`src/rtl/core/stq_pkg.sv`:
```
// ----------------------------------------------------------------------------
// stq_pkg
// shared types and constants of the sorted timer queue
// ----------------------------------------------------------------------------
`default_nettype none

package stq_pkg;

  localparam int unsigned ID_W   = 10;
  localparam int unsigned TIME_W = 32;

  // operation codes of the input word
  localparam logic KIND_INSERT = 1'b0;
  localparam logic KIND_POP    = 1'b1;

  // controller to datapath
  typedef struct packed {
    logic capture;     // take the input word
    logic rd_head;     // read the head slot
    logic walk_start;  // set up the backward walk from the tail
    logic walk_step;   // move the slot just read up by one, step back
    logic wr_new;      // write the new entry at the destination slot
    logic set_rej;     // flag the insert as rejected
    logic pop_take;    // take the head entry, advance the head
    logic inc_count;   // one more entry held
    logic load_out;    // load the result word into the output register
  } stq_cmd_t;

  // datapath to controller
  typedef struct packed {
    logic kind_pop;
    logic count_zero;
    logic count_full;
    logic rd_less;     // slot just read is earlier than the new entry
    logic walk_last;   // slot just read is the head slot
  } stq_stat_t;

endpackage

`default_nettype wire

```
`src/rtl/core/stq_ctrl.sv`:
```
// ----------------------------------------------------------------------------
// stq_ctrl
// sequencer of the sorted timer queue: handshakes and per-operation steps
// ----------------------------------------------------------------------------
`default_nettype none

module stq_ctrl (
  input  wire logic              clk,
  input  wire logic              rst_n,
  input  wire logic              in_valid,
  output logic                   in_ready,
  output logic                   out_valid,
  input  wire logic              out_ready,
  input  wire stq_pkg::stq_stat_t stat,
  output stq_pkg::stq_cmd_t      cmd
);

  localparam logic [2:0] ST_IDLE     = 3'd0;
  localparam logic [2:0] ST_START    = 3'd1;
  localparam logic [2:0] ST_INS_CMP  = 3'd2;
  localparam logic [2:0] ST_INS_LAST = 3'd3;
  localparam logic [2:0] ST_POP_WAIT = 3'd4;
  localparam logic [2:0] ST_RESULT   = 3'd5;

  logic [2:0] state_r, state_nxt;
  logic       out_valid_r, out_valid_nxt;

  always_comb begin
    cmd       = '0;
    state_nxt = state_r;
    case (state_r)
      ST_IDLE: begin
        if (in_valid) begin
          cmd.capture = 1'b1;
          state_nxt   = ST_START;
        end
      end
      ST_START: begin
        if (stat.kind_pop) begin
          if (stat.count_zero) begin
            state_nxt = ST_RESULT;
          end else begin
            cmd.rd_head = 1'b1;
            state_nxt   = ST_POP_WAIT;
          end
        end else if (stat.count_full) begin
          cmd.set_rej = 1'b1;
          state_nxt   = ST_RESULT;
        end else begin
          cmd.walk_start = 1'b1;
          state_nxt      = stat.count_zero ? ST_INS_LAST : ST_INS_CMP;
        end
      end
      ST_INS_CMP: begin
        if (stat.rd_less) begin
          cmd.wr_new    = 1'b1;
          cmd.inc_count = 1'b1;
          state_nxt     = ST_RESULT;
        end else begin
          cmd.walk_step = 1'b1;
          if (stat.walk_last) begin
            state_nxt = ST_INS_LAST;
          end
        end
      end
      ST_INS_LAST: begin
        cmd.wr_new    = 1'b1;
        cmd.inc_count = 1'b1;
        state_nxt     = ST_RESULT;
      end
      ST_POP_WAIT: begin
        cmd.pop_take = 1'b1;
        state_nxt    = ST_RESULT;
      end
      ST_RESULT: begin
        if (!out_valid_r || out_ready) begin
          cmd.load_out = 1'b1;
          state_nxt    = ST_IDLE;
        end
      end
      default: begin
        state_nxt = ST_IDLE;
      end
    endcase
  end

  always_comb begin
    if (cmd.load_out) begin
      out_valid_nxt = 1'b1;
    end else if (out_ready) begin
      out_valid_nxt = 1'b0;
    end else begin
      out_valid_nxt = out_valid_r;
    end
  end

  always_ff @(posedge clk) begin
    if (!rst_n) begin
      state_r     <= ST_IDLE;
      out_valid_r <= 1'b0;
    end else begin
      state_r     <= state_nxt;
      out_valid_r <= out_valid_nxt;
    end
  end

  assign in_ready  = (state_r == ST_IDLE);
  assign out_valid = out_valid_r;

endmodule

`default_nettype wire

```
`src/rtl/core/stq_dp.sv`:
```
// ----------------------------------------------------------------------------
// stq_dp
// datapath of the sorted timer queue: circular slot memory, pointers, result
// ----------------------------------------------------------------------------
`default_nettype none

module stq_dp #(
  parameter int unsigned QUEUE_DEPTH = 16
) (
  input  wire logic                        clk,
  input  wire logic                        rst_n,
  input  wire stq_pkg::stq_cmd_t           cmd,
  output stq_pkg::stq_stat_t               stat,
  input  wire logic                        in_kind,
  input  wire logic [stq_pkg::ID_W-1:0]    in_proc_id,
  input  wire logic [stq_pkg::TIME_W-1:0]  in_wake_time,
  output logic                             out_popped_valid,
  output logic [stq_pkg::ID_W-1:0]         out_popped_id,
  output logic [stq_pkg::TIME_W-1:0]       out_popped_time,
  output logic                             out_insert_rejected,
  output logic [$clog2(QUEUE_DEPTH+1)-1:0] out_entry_count,
  output logic                             out_queue_empty
);

  localparam int unsigned AW = $clog2(QUEUE_DEPTH);
  localparam int unsigned CW = $clog2(QUEUE_DEPTH + 1);
  localparam int unsigned SW = AW + 1;

  // slot memory, one write and one registered read per cycle
  logic [stq_pkg::ID_W-1:0]   mem_id   [QUEUE_DEPTH];
  logic [stq_pkg::TIME_W-1:0] mem_time [QUEUE_DEPTH];

  logic                        kind_r;
  logic [stq_pkg::ID_W-1:0]    id_r;
  logic [stq_pkg::TIME_W-1:0]  time_r;
  logic [AW-1:0]               head_r, head_nxt;
  logic [CW-1:0]               count_r, count_nxt;
  logic [AW-1:0]               dst_r, p_r;
  logic [CW-1:0]               rem_r;
  logic [stq_pkg::ID_W-1:0]    rd_id_r;
  logic [stq_pkg::TIME_W-1:0]  rd_time_r;
  logic                        res_pv_r, res_rej_r;
  logic [stq_pkg::ID_W-1:0]    res_id_r;
  logic [stq_pkg::TIME_W-1:0]  res_time_r;
  logic                        o_pv_r, o_rej_r, o_empty_r;
  logic [stq_pkg::ID_W-1:0]    o_id_r;
  logic [stq_pkg::TIME_W-1:0]  o_time_r;
  logic [CW-1:0]               o_count_r;

  logic [SW-1:0]               tail_sum;
  logic [AW-1:0]               tail_dst, tail_prev, p_prev, rd_addr, wr_addr;
  logic                        wr_en;
  logic [stq_pkg::ID_W-1:0]    wr_id;
  logic [stq_pkg::TIME_W-1:0]  wr_time;

  function automatic logic [AW-1:0] ptr_dec(input logic [AW-1:0] p);
    logic [AW-1:0] r;
    if (p == '0) begin
      r = AW'(QUEUE_DEPTH - 1);
    end else begin
      r = p - AW'(1);
    end
    return r;
  endfunction

  // first free slot after the tail, wrapped once
  always_comb begin
    tail_sum = SW'(head_r) + SW'(count_r);
    if (tail_sum >= SW'(QUEUE_DEPTH)) begin
      tail_sum = tail_sum - SW'(QUEUE_DEPTH);
    end
    tail_dst  = tail_sum[AW-1:0];
    tail_prev = ptr_dec(tail_dst);
    p_prev    = ptr_dec(p_r);
  end

  always_comb begin
    if (cmd.rd_head) begin
      rd_addr = head_r;
    end else if (cmd.walk_start) begin
      rd_addr = tail_prev;
    end else begin
      rd_addr = p_prev;
    end
    wr_en   = cmd.wr_new | cmd.walk_step;
    wr_addr = dst_r;
    wr_id   = cmd.wr_new ? id_r : rd_id_r;
    wr_time = cmd.wr_new ? time_r : rd_time_r;
  end

  always_ff @(posedge clk) begin
    if (wr_en) begin
      mem_id[wr_addr]   <= wr_id;
      mem_time[wr_addr] <= wr_time;
    end
    rd_id_r   <= mem_id[rd_addr];
    rd_time_r <= mem_time[rd_addr];
  end

  always_comb begin
    head_nxt  = head_r;
    count_nxt = count_r;
    if (cmd.pop_take) begin
      head_nxt  = (head_r == AW'(QUEUE_DEPTH - 1)) ? '0 : head_r + AW'(1);
      count_nxt = count_r - CW'(1);
    end else if (cmd.inc_count) begin
      count_nxt = count_r + CW'(1);
    end
  end

  always_ff @(posedge clk) begin
    if (!rst_n) begin
      head_r  <= '0;
      count_r <= '0;
    end else begin
      head_r  <= head_nxt;
      count_r <= count_nxt;
    end
  end

  // operation registers
  always_ff @(posedge clk) begin
    if (cmd.capture) begin
      kind_r    <= in_kind;
      id_r      <= in_proc_id;
      time_r    <= in_wake_time;
      res_pv_r  <= 1'b0;
      res_rej_r <= 1'b0;
      res_id_r  <= '0;
      res_time_r <= '0;
    end
    if (cmd.set_rej) begin
      res_rej_r <= 1'b1;
    end
    if (cmd.pop_take) begin
      res_pv_r   <= 1'b1;
      res_id_r   <= rd_id_r;
      res_time_r <= rd_time_r;
    end
    if (cmd.walk_start) begin
      dst_r <= tail_dst;
      p_r   <= tail_prev;
      rem_r <= count_r;
    end else if (cmd.walk_step) begin
      dst_r <= p_r;
      p_r   <= p_prev;
      rem_r <= rem_r - CW'(1);
    end
  end

  // output register
  always_ff @(posedge clk) begin
    if (cmd.load_out) begin
      o_pv_r    <= res_pv_r;
      o_id_r    <= res_id_r;
      o_time_r  <= res_time_r;
      o_rej_r   <= res_rej_r;
      o_count_r <= count_r;
      o_empty_r <= (count_r == '0);
    end
  end

  assign stat.kind_pop   = (kind_r == stq_pkg::KIND_POP);
  assign stat.count_zero = (count_r == '0);
  assign stat.count_full = (count_r == CW'(QUEUE_DEPTH));
  assign stat.rd_less    = (rd_time_r < time_r);
  assign stat.walk_last  = (rem_r == CW'(1));

  assign out_popped_valid    = o_pv_r;
  assign out_popped_id       = o_id_r;
  assign out_popped_time     = o_time_r;
  assign out_insert_rejected = o_rej_r;
  assign out_entry_count     = o_count_r;
  assign out_queue_empty     = o_empty_r;

endmodule

`default_nettype wire

```
`src/rtl/core/sorted_timer_queue.sv`:
```
// ----------------------------------------------------------------------------
// sorted_timer_queue
// timer list kept in ascending wakeup-time order, insert and pop-earliest
// ----------------------------------------------------------------------------
//
//   channel   direction  handshake            word
//   in_       input      in_valid / in_ready   kind, proc_id, wake_time
//   out_      output     out_valid / out_ready popped entry, reject, count
//
// - a pop reads the head slot, then takes the head entry, advancing the head
// - an insert walks back from the tail over the held entries at or after
//   the new wakeup time, one slot per cycle over the single read port
//   of the slot memory
// - a rejected insert or a pop on an empty queue goes straight to the result
// - the next input word can be taken in the cycle after the result is loaded
// - synchronous active-low reset empties the queue, no clearing pass
// - an input word is taken while an earlier result still waits in the
//   output register; the sequencer only holds when a second result is ready
//
`default_nettype none

module sorted_timer_queue #(
  parameter int unsigned QUEUE_DEPTH = 16
) (
  input  wire logic                        clk,
  input  wire logic                        rst_n,
  // input words
  input  wire logic                        in_valid,
  output logic                             in_ready,
  input  wire logic                        in_kind,
  input  wire logic [stq_pkg::ID_W-1:0]    in_proc_id,
  input  wire logic [stq_pkg::TIME_W-1:0]  in_wake_time,
  // result words
  output logic                             out_valid,
  input  wire logic                        out_ready,
  output logic                             out_popped_valid,
  output logic [stq_pkg::ID_W-1:0]         out_popped_id,
  output logic [stq_pkg::TIME_W-1:0]       out_popped_time,
  output logic                             out_insert_rejected,
  output logic [$clog2(QUEUE_DEPTH+1)-1:0] out_entry_count,
  output logic                             out_queue_empty
);

  stq_pkg::stq_cmd_t  cmd;
  stq_pkg::stq_stat_t stat;

  // sequencer: accepts words, steps each operation, loads the result word
  stq_ctrl u_ctrl (
    .clk       (clk),
    .rst_n     (rst_n),
    .in_valid  (in_valid),
    .in_ready  (in_ready),
    .out_valid (out_valid),
    .out_ready (out_ready),
    .stat      (stat),
    .cmd       (cmd)
  );

  // datapath: slots live in a circular memory, head pointer plus count;
  // an insert walks back from the tail moving later entries up by one,
  // so equal times end up behind the new entry
  stq_dp #(
    .QUEUE_DEPTH (QUEUE_DEPTH)
  ) u_dp (
    .clk                 (clk),
    .rst_n               (rst_n),
    .cmd                 (cmd),
    .stat                (stat),
    .in_kind             (in_kind),
    .in_proc_id          (in_proc_id),
    .in_wake_time        (in_wake_time),
    .out_popped_valid    (out_popped_valid),
    .out_popped_id       (out_popped_id),
    .out_popped_time     (out_popped_time),
    .out_insert_rejected (out_insert_rejected),
    .out_entry_count     (out_entry_count),
    .out_queue_empty     (out_queue_empty)
  );

endmodule

`default_nettype wire

```
`config.mk`:
```
export PLATFORM = sky130hd
export DESIGN_NAME = sorted_timer_queue
export DESIGN_NICKNAME = d
export VERILOG_FILES = /design/src/rtl/core/stq_pkg.sv /design/src/rtl/core/stq_ctrl.sv /design/src/rtl/core/stq_dp.sv /design/src/rtl/core/sorted_timer_queue.sv
export SDC_FILE = /design/constraint.sdc
export NUM_CORES = 1
export LEC_CHECK = 0
export ABC_AREA = 1
export BUFFER_PORTS_ARGS = -buffer_cell sky130_fd_sc_hd__buf_2
export CORE_ASPECT_RATIO = 0.75
export CORE_UTILIZATION = 49
export DETAILED_ROUTE_END_ITERATION = 10
export PLACE_DENSITY = 0.67
export SYNTH_ARGS = -nofsm -noshare
export SYNTH_HDL_FRONTEND = slang
export SYNTH_SLANG_ARGS = --single-unit
```
`constraint.sdc`:
```
create_clock -name clk -period 3.9 [get_ports clk]
set_input_delay 0.39 -clock clk [delete_from_list [all_inputs] [get_ports clk]]
set_output_delay 0.39 -clock clk [all_outputs]
set_load 0.02 [all_outputs]
```
After elaboration in Yosys (flattened, before gate mapping) --
Memories as Yosys holds them, arrays and structs flattened. A register that Yosys moved wholly into a read port is not among the register bits. Index checks and enable logic that the tools add are counted.
Operators by class: $add $sub $neg 8, magnitude comparators 2, equal/unequal tests 11, multiplexer cells 50, bitwise gates (word level) 1, reductions and logical operators 12
Operator list (count):
- two-way mux 32 bit | 3
- two-way mux 4 bit | 10
- < comparator 32 bit | 1
- two-way mux 10 bit | 3
- two-way mux 1 bit | 21
- two-way mux 5 bit | 4
- two-way mux 3 bit | 6
- one-hot mux 3 bit (5 select lines) | 1
- subtractor 4 x 1 -> 4 bit (second input constant) | 3
- subtractor 5 x 1 -> 5 bit (second input constant) | 2
- logical NOT 4 bit | 2
- nonzero test 2 bit | 4
- equality test 3 x 2 -> 1 bit (second input constant) | 2
- equality test 3 bit (second input constant) | 2
- adder 4 x 5 -> 5 bit | 1
- adder 5 x 1 -> 5 bit (second input constant) | 1
- equality test 5 x 1 -> 1 bit (second input constant) | 1
- equality test 5 bit (second input constant) | 1
- greater-or-equal comparator 5 bit (second input constant) | 1
- logical NOT 5 bit | 1
- adder 4 x 1 -> 4 bit (second input constant) | 1
- equality test 4 bit (second input constant) | 1
- equality test 3 x 1 -> 1 bit (second input constant) | 1
- logical NOT 3 bit | 1
- other kinds (10) | 10
Word-level totals: bits in registers 163, RAM bits 672, output and inout port bits 52, memories 2
Memory list:
- u_dp.mem_time | words 16, bits a word 32, read ports 1, clocked after Yosys merged registers in 1, write ports 1, line stq_dp.sv:31 | logic [stq_pkg::TIME_W-1:0] mem_time [QUEUE_DEPTH];
- u_dp.mem_id | words 16, bits a word 10, read ports 1, clocked after Yosys merged registers in 1, write ports 1, line stq_dp.sv:30 | logic [stq_pkg::ID_W-1:0] mem_id [QUEUE_DEPTH];

Logic depth before layout (Yosys ltp) --
depth after elaboration 7, depth in mapped cells 18

Modules after synthesis --
A second synthesis with hierarchy kept.
Second synthesis, totals: cells, all modules 3302, area total of the unflattened synthesis 36562.6 um^2
By module, submodules not included:
- stq_dp | instances 1, cells each 3242, area an instance 36222.2 um^2
- stq_ctrl | instances 1, cells each 60, area an instance 340.3 um^2

Worst setup path before layout --
OpenSTA, ideal clock, no wires.
kind reg2reg, from register u_ctrl.state_r[0], to register u_dp.res_id_r[0] (netlist name) (enable), setup time 396 ps, arrival 2823 ps, setup slack 680 ps, stages on the path, launching flop included 8, clock period less this slack 3220 ps, cell sequence dfxtp_1 -> nor2_1 -> inv_1 -> nor2_1 -> nand2_1 -> inv_1 -> nor2_1 -> inv_1
RTL lines:
- from (decl) | line stq_ctrl.sv:25 | logic [2:0] state_r, state_nxt;
- from (signal assigned) | line stq_ctrl.sv:102 | state_r <= state_nxt;
- to (signal assigned) | line stq_dp.sv:137 | res_id_r <= rd_id_r;
- to (decl) | line stq_dp.sv:43 | logic [stq_pkg::ID_W-1:0] res_id_r;

Worst setup path after layout --
from register u_dp.time_r[25] (netlist name), to memory u_dp.mem_time[8][18] (netlist name) (data pin)
Between the ends: longest elaborated chain between the ends 4
Ends and longest elaborated chain:
- from (decl) | line stq_dp.sv:35 | logic [stq_pkg::TIME_W-1:0] time_r;
- from (signal assigned) | line stq_dp.sv:126 | time_r <= in_wake_time;
- < comparator 32 bit | line stq_dp.sv:166 | assign stat.rd_less = (rd_time_r < time_r);
- two-way mux 1 bit | line stq_ctrl.sv:55 | if (stat.rd_less) begin
- one-hot mux 1 bit (2 select lines) | line stq_ctrl.sv:31 | case (state_r)
- two-way mux 32 bit | line stq_dp.sv:88 | wr_time = cmd.wr_new ? time_r : rd_time_r;
- via u_dp.wr_time (one bit) | line stq_dp.sv:54 | logic [stq_pkg::TIME_W-1:0] wr_time;
- to (decl) | line stq_dp.sv:31
The timed path passes the listed nets, and every way through them passes these cells.

==> impl_metrics.env <==
export IMPL_route_detailed_drc=0
export IMPL_rrSetupSlack_ns=0.35
export IMPL_status="completed"
export IMPL_yosysTopAreaCell="edfxtp_1"
export IMPL_cts_max_level=3
export IMPL_pwr_density_cell_mw_per_mm2=820
export IMPL_cts_buffer_depth=3
export IMPL_p_clk_share_pct=24.4
export IMPL_whs_path_depth=3
export IMPL_ys_warnings_count=0
export IMPL_port_buffers=98
export IMPL_timing_fmax_mhz=282
export IMPL_start_util_pct=49.5
export IMPL_power_internal_mw=21.8
export IMPL_hold_violations=0
export IMPL_setup_viol_count_final=0
export IMPL_grt_overflow_total=0
export IMPL_ys_seq_area_share_pct=69.3
export IMPL_endpoint="u_dp.mem_time[8][18]$_DFFE_PP_"
export IMPL_tns_ns=0
export IMPL_crit_chain="inv_1 > ha_1 > a21oi_1 > o21ai_0 > nand2_1 > o211ai_1 > a21oi_1 > nand3_1 > nand2_4 > buf_12 > o21ai_0 > buf_4"
export IMPL_power_frac_seq_pct=37.5
export IMPL_drt_total_wl_um=92800
export IMPL_crit_required_ns=4.28
export IMPL_rr_startpoint="u_dp.time_r[25]$_DFFE_PP_"
export IMPL_die_h_um=241
export IMPL_core_area_mm2=0.0751
export IMPL_syn_area_mm2=0.0372
export IMPL_clk_latency_ns=0.65
export IMPL_r2r_cells=12
export IMPL_antenna_found_initial=1
export IMPL_hpwl_um=45400
export IMPL_drt_iter0_markers=2383
export IMPL_synthTopCellsByArea="edfxtp_1 (66%), nand3_1 (10%), nand2_1 (7.6%)"
export IMPL_slew_headroom_pct=31.1
export IMPL_synth_top_area_share_pct=66.2
export IMPL_synth_edf_count=820
export IMPL_post_cts_buffers=0
export IMPL_ant_nets=0
export IMPL_nets=3639
export IMPL_grt_max_degree=178
export IMPL_tightestPinTransition_ns=1.03
export IMPL_ys_ff_latch=877
export IMPL_vias_per_cell=5.34
export IMPL_drv_slew=0
export IMPL_diodes=0
export IMPL_skew_ns=0.0207
export IMPL_gp_congestion=0.806
export IMPL_irDropWorstVdd_mv=1.00
export IMPL_combPwrFrac_pct=38.1
export IMPL_drive_above_1_share_pct=10.1
export IMPL_hold_class="input pin to flop"
export IMPL_startpoint_type="flop"
export IMPL_syn_area_per_cell_um2=10.9
export IMPL_path_clk_slew_ns=0.06
export IMPL_critPathKind="flop to flop"
export IMPL_dr_pass1_iters=6
export IMPL_cts_root_buf="clkbuf_16"
export IMPL_cts_tree="done"
export IMPL_power_mw=35.1
export IMPL_rsz0062_at_grt="no"
export IMPL_max_cap_violations=0
export IMPL_synth_distinct_cells=38
export IMPL_end_kind="flop"
export IMPL_grt_first_pass_wirelength_um=140000
export IMPL_crit_arrival_ns=3.93
export IMPL_crit_start="u_dp.time_r[25]$_DFFE_PP_"
export IMPL_grt_pass1_vias=23200
export IMPL_synth_fp_nets=3501
export IMPL_cts_buffers_inserted=84
export IMPL_switchingPower_mw=13.3
export IMPL_reg2reg_to="u_dp.mem_time[8][18]$_DFFE_PP_"
export IMPL_cts_sinks=877
export IMPL_grt_use_total_pct=24.3
export IMPL_power_leakage_nw=17.5
export IMPL_period_share_pct=90.9
export IMPL_num_rows=87
export IMPL_synth_top_flop_cell="edfxtp_1"
export IMPL_ys_top_cells_by_count="edfxtp_1 (820), nand3_1 (771), nand2_1 (758)"
export IMPL_max_stage_delay_ns=0.66
export IMPL_boundaryPins=99
export IMPL_die_area_mm2=0.0770
export IMPL_areaGrowthSynthToFinish_pct=15.1
export IMPL_synth_most_common_cell="edfxtp_1"
export IMPL_wl_per_cell_um=20.2
export IMPL_fillers=6173
export IMPL_period_needed_ns=3.55
export IMPL_synthCells=3410
export IMPL_fp_dieW_um=320
export IMPL_synth_async_reset_ratio_pct=0
export IMPL_path_max_fanout=26
export IMPL_slowest_stage="a21oi_1"
export IMPL_dr_total_vias=24500
export IMPL_swShare_pct=37.8
==> metrics by stage <==
stage	worst slack [ns]	hold WS (ns)	instance area [µm²]	util, %	instances
floorplan	0.680	0.400	37200	-	3410
global placement	0.458	0.401	39500	52.6	4398
detailed placement	0.426	0.405	39500	52.6	4398
CTS	0.367	0.0144	42800	57.0	4598
global route	0.211	0.0458	42800	57.0	4598
finish	0.354	0.0514	42800	57.0	4598
==> final cells by class <==
| type | instances | area [µm²] | area share (%) |
|---|---|---|---|
| clock inverter | 45 | 549 | 1.28 |
| multi-input combinational | 1842 | 8910 | 20.8 |
| tap | 979 | 1220 | 2.86 |
| clock buffer | 112 | 2350 | 5.49 |
| inverter | 502 | 1890 | 4.42 |
| timing repair buffer | 241 | 2120 | 4.96 |
| sequential | 877 | 25800 | 60.2 |
==> worst max-delay path: cells and delay by family, from the launching register on <==
family                     cells  cell delay [ns]
AOI/OAI and AO/OA              5             1.28
adders and majority gates      1             0.23
buffers and inverters          3             0.50
DFF                            1             0.38
and+or+nand+nor                3             0.86
==> power groups by stage <==
stage,Clock (mW),Sequential [mW],Combinational [mW]
finish,8.57,13.2,13.4
global route,9.02,13.2,14.9
CTS,8.68,13.2,13.4
detailed placement,0,13.3,13.3
global placement,0,13.3,13.1
floorplan,0,13.3,8.73
==> worst min-delay path by stage <==
stage	from	endpoint	slack, ns
finish	rst_n	u_dp.count_r[3]$_SDFFE_PN0P_	0.05
global route	rst_n	u_dp.count_r[3]$_SDFFE_PN0P_	0.05
CTS	rst_n	u_dp.count_r[3]$_SDFFE_PN0P_	0.01
detailed placement	u_dp.res_time_r[0]$_SDFFCE_PN0P_	u_dp.out_popped_time[0]$_DFFE_PP_	0.40
global placement	u_dp.res_time_r[3]$_SDFFCE_PN0P_	u_dp.out_popped_time[3]$_DFFE_PP_	0.40
floorplan	u_dp.res_id_r[0]$_SDFFCE_PN0P_	u_dp.out_popped_id[0]$_DFFE_PP_	0.40
==> cell usage in the layout (no fill, tap or decap), types with 3 or more instances in the layout <==
cell type and instances:
a21oi_1 26, buf_12 36, buf_2 98, buf_4 64, bufinv_16 12, clkbuf_1 17, clkbuf_16 87, clkbuf_8 8
clkinv_1 13, clkinv_2 12, clkinvlp_4 4, dfxtp_1 57, dlygate4sd3_1 43, edfxtp_1 820, ha_1 42, inv_1 495
inv_2 5, inv_6 4, nand2_1 756, nand3_1 771, nand3b_1 42, nor2_1 81, nor2_4 17, nor3_1 4
o211ai_1 3, o21ai_0 59, o21ai_4 4, xnor2_1 5, xor2_1 4
==> cell families after synthesis <==
group	synth area share, %
XOR/XNOR	0.212
adder cells (fa/ha/maj)	1.52
flip-flops	69.3
AO/OA/AOI/OAI	1.51
buffers and inverters	7.33
AND/OR/NAND/NOR	20.2
==> sequential cells by signal, summed over array words and instances (netlist names), 3 cells and up <==
register	count
u_dp.out_popped_time	32
u_dp.rd_id_r	10
u_dp.rd_time_r	32
u_dp.dst_r	4
u_dp.res_id_r	10
u_dp.out_entry_count	5
u_dp.out_popped_id	10
u_dp.count_r	5
u_dp.res_time_r	32
u_dp.mem_time	512
u_ctrl.state_r	3
u_dp.p_r	4
u_dp.mem_id	160
u_dp.time_r	32
u_dp.id_r	10
u_dp.rem_r	5
u_dp.head_r	4
==> repair_timing <==
item                                   CTS  global route
gates resized for setup                  0             0
endpoints found under the hold margin   43             0
setup endpoints to repair                0             0
hold buffers                            43             0
==> layer usage <==
| layer | track usage (%) | share of wire [%] | vias to the layer above |
|---|---|---|---|
| met5 | 0 | 0 | - |
| met4 | 7.60 | 2.5 | 0 |
| met3 | 3.18 | 6.9 | 162 |
| met2 | 40.2 | 48 | 900 |
| met1 | 33.5 | 43 | 11700 |
| li1 | - | - | 11800 |
Power figures use the tool's default switching activity.
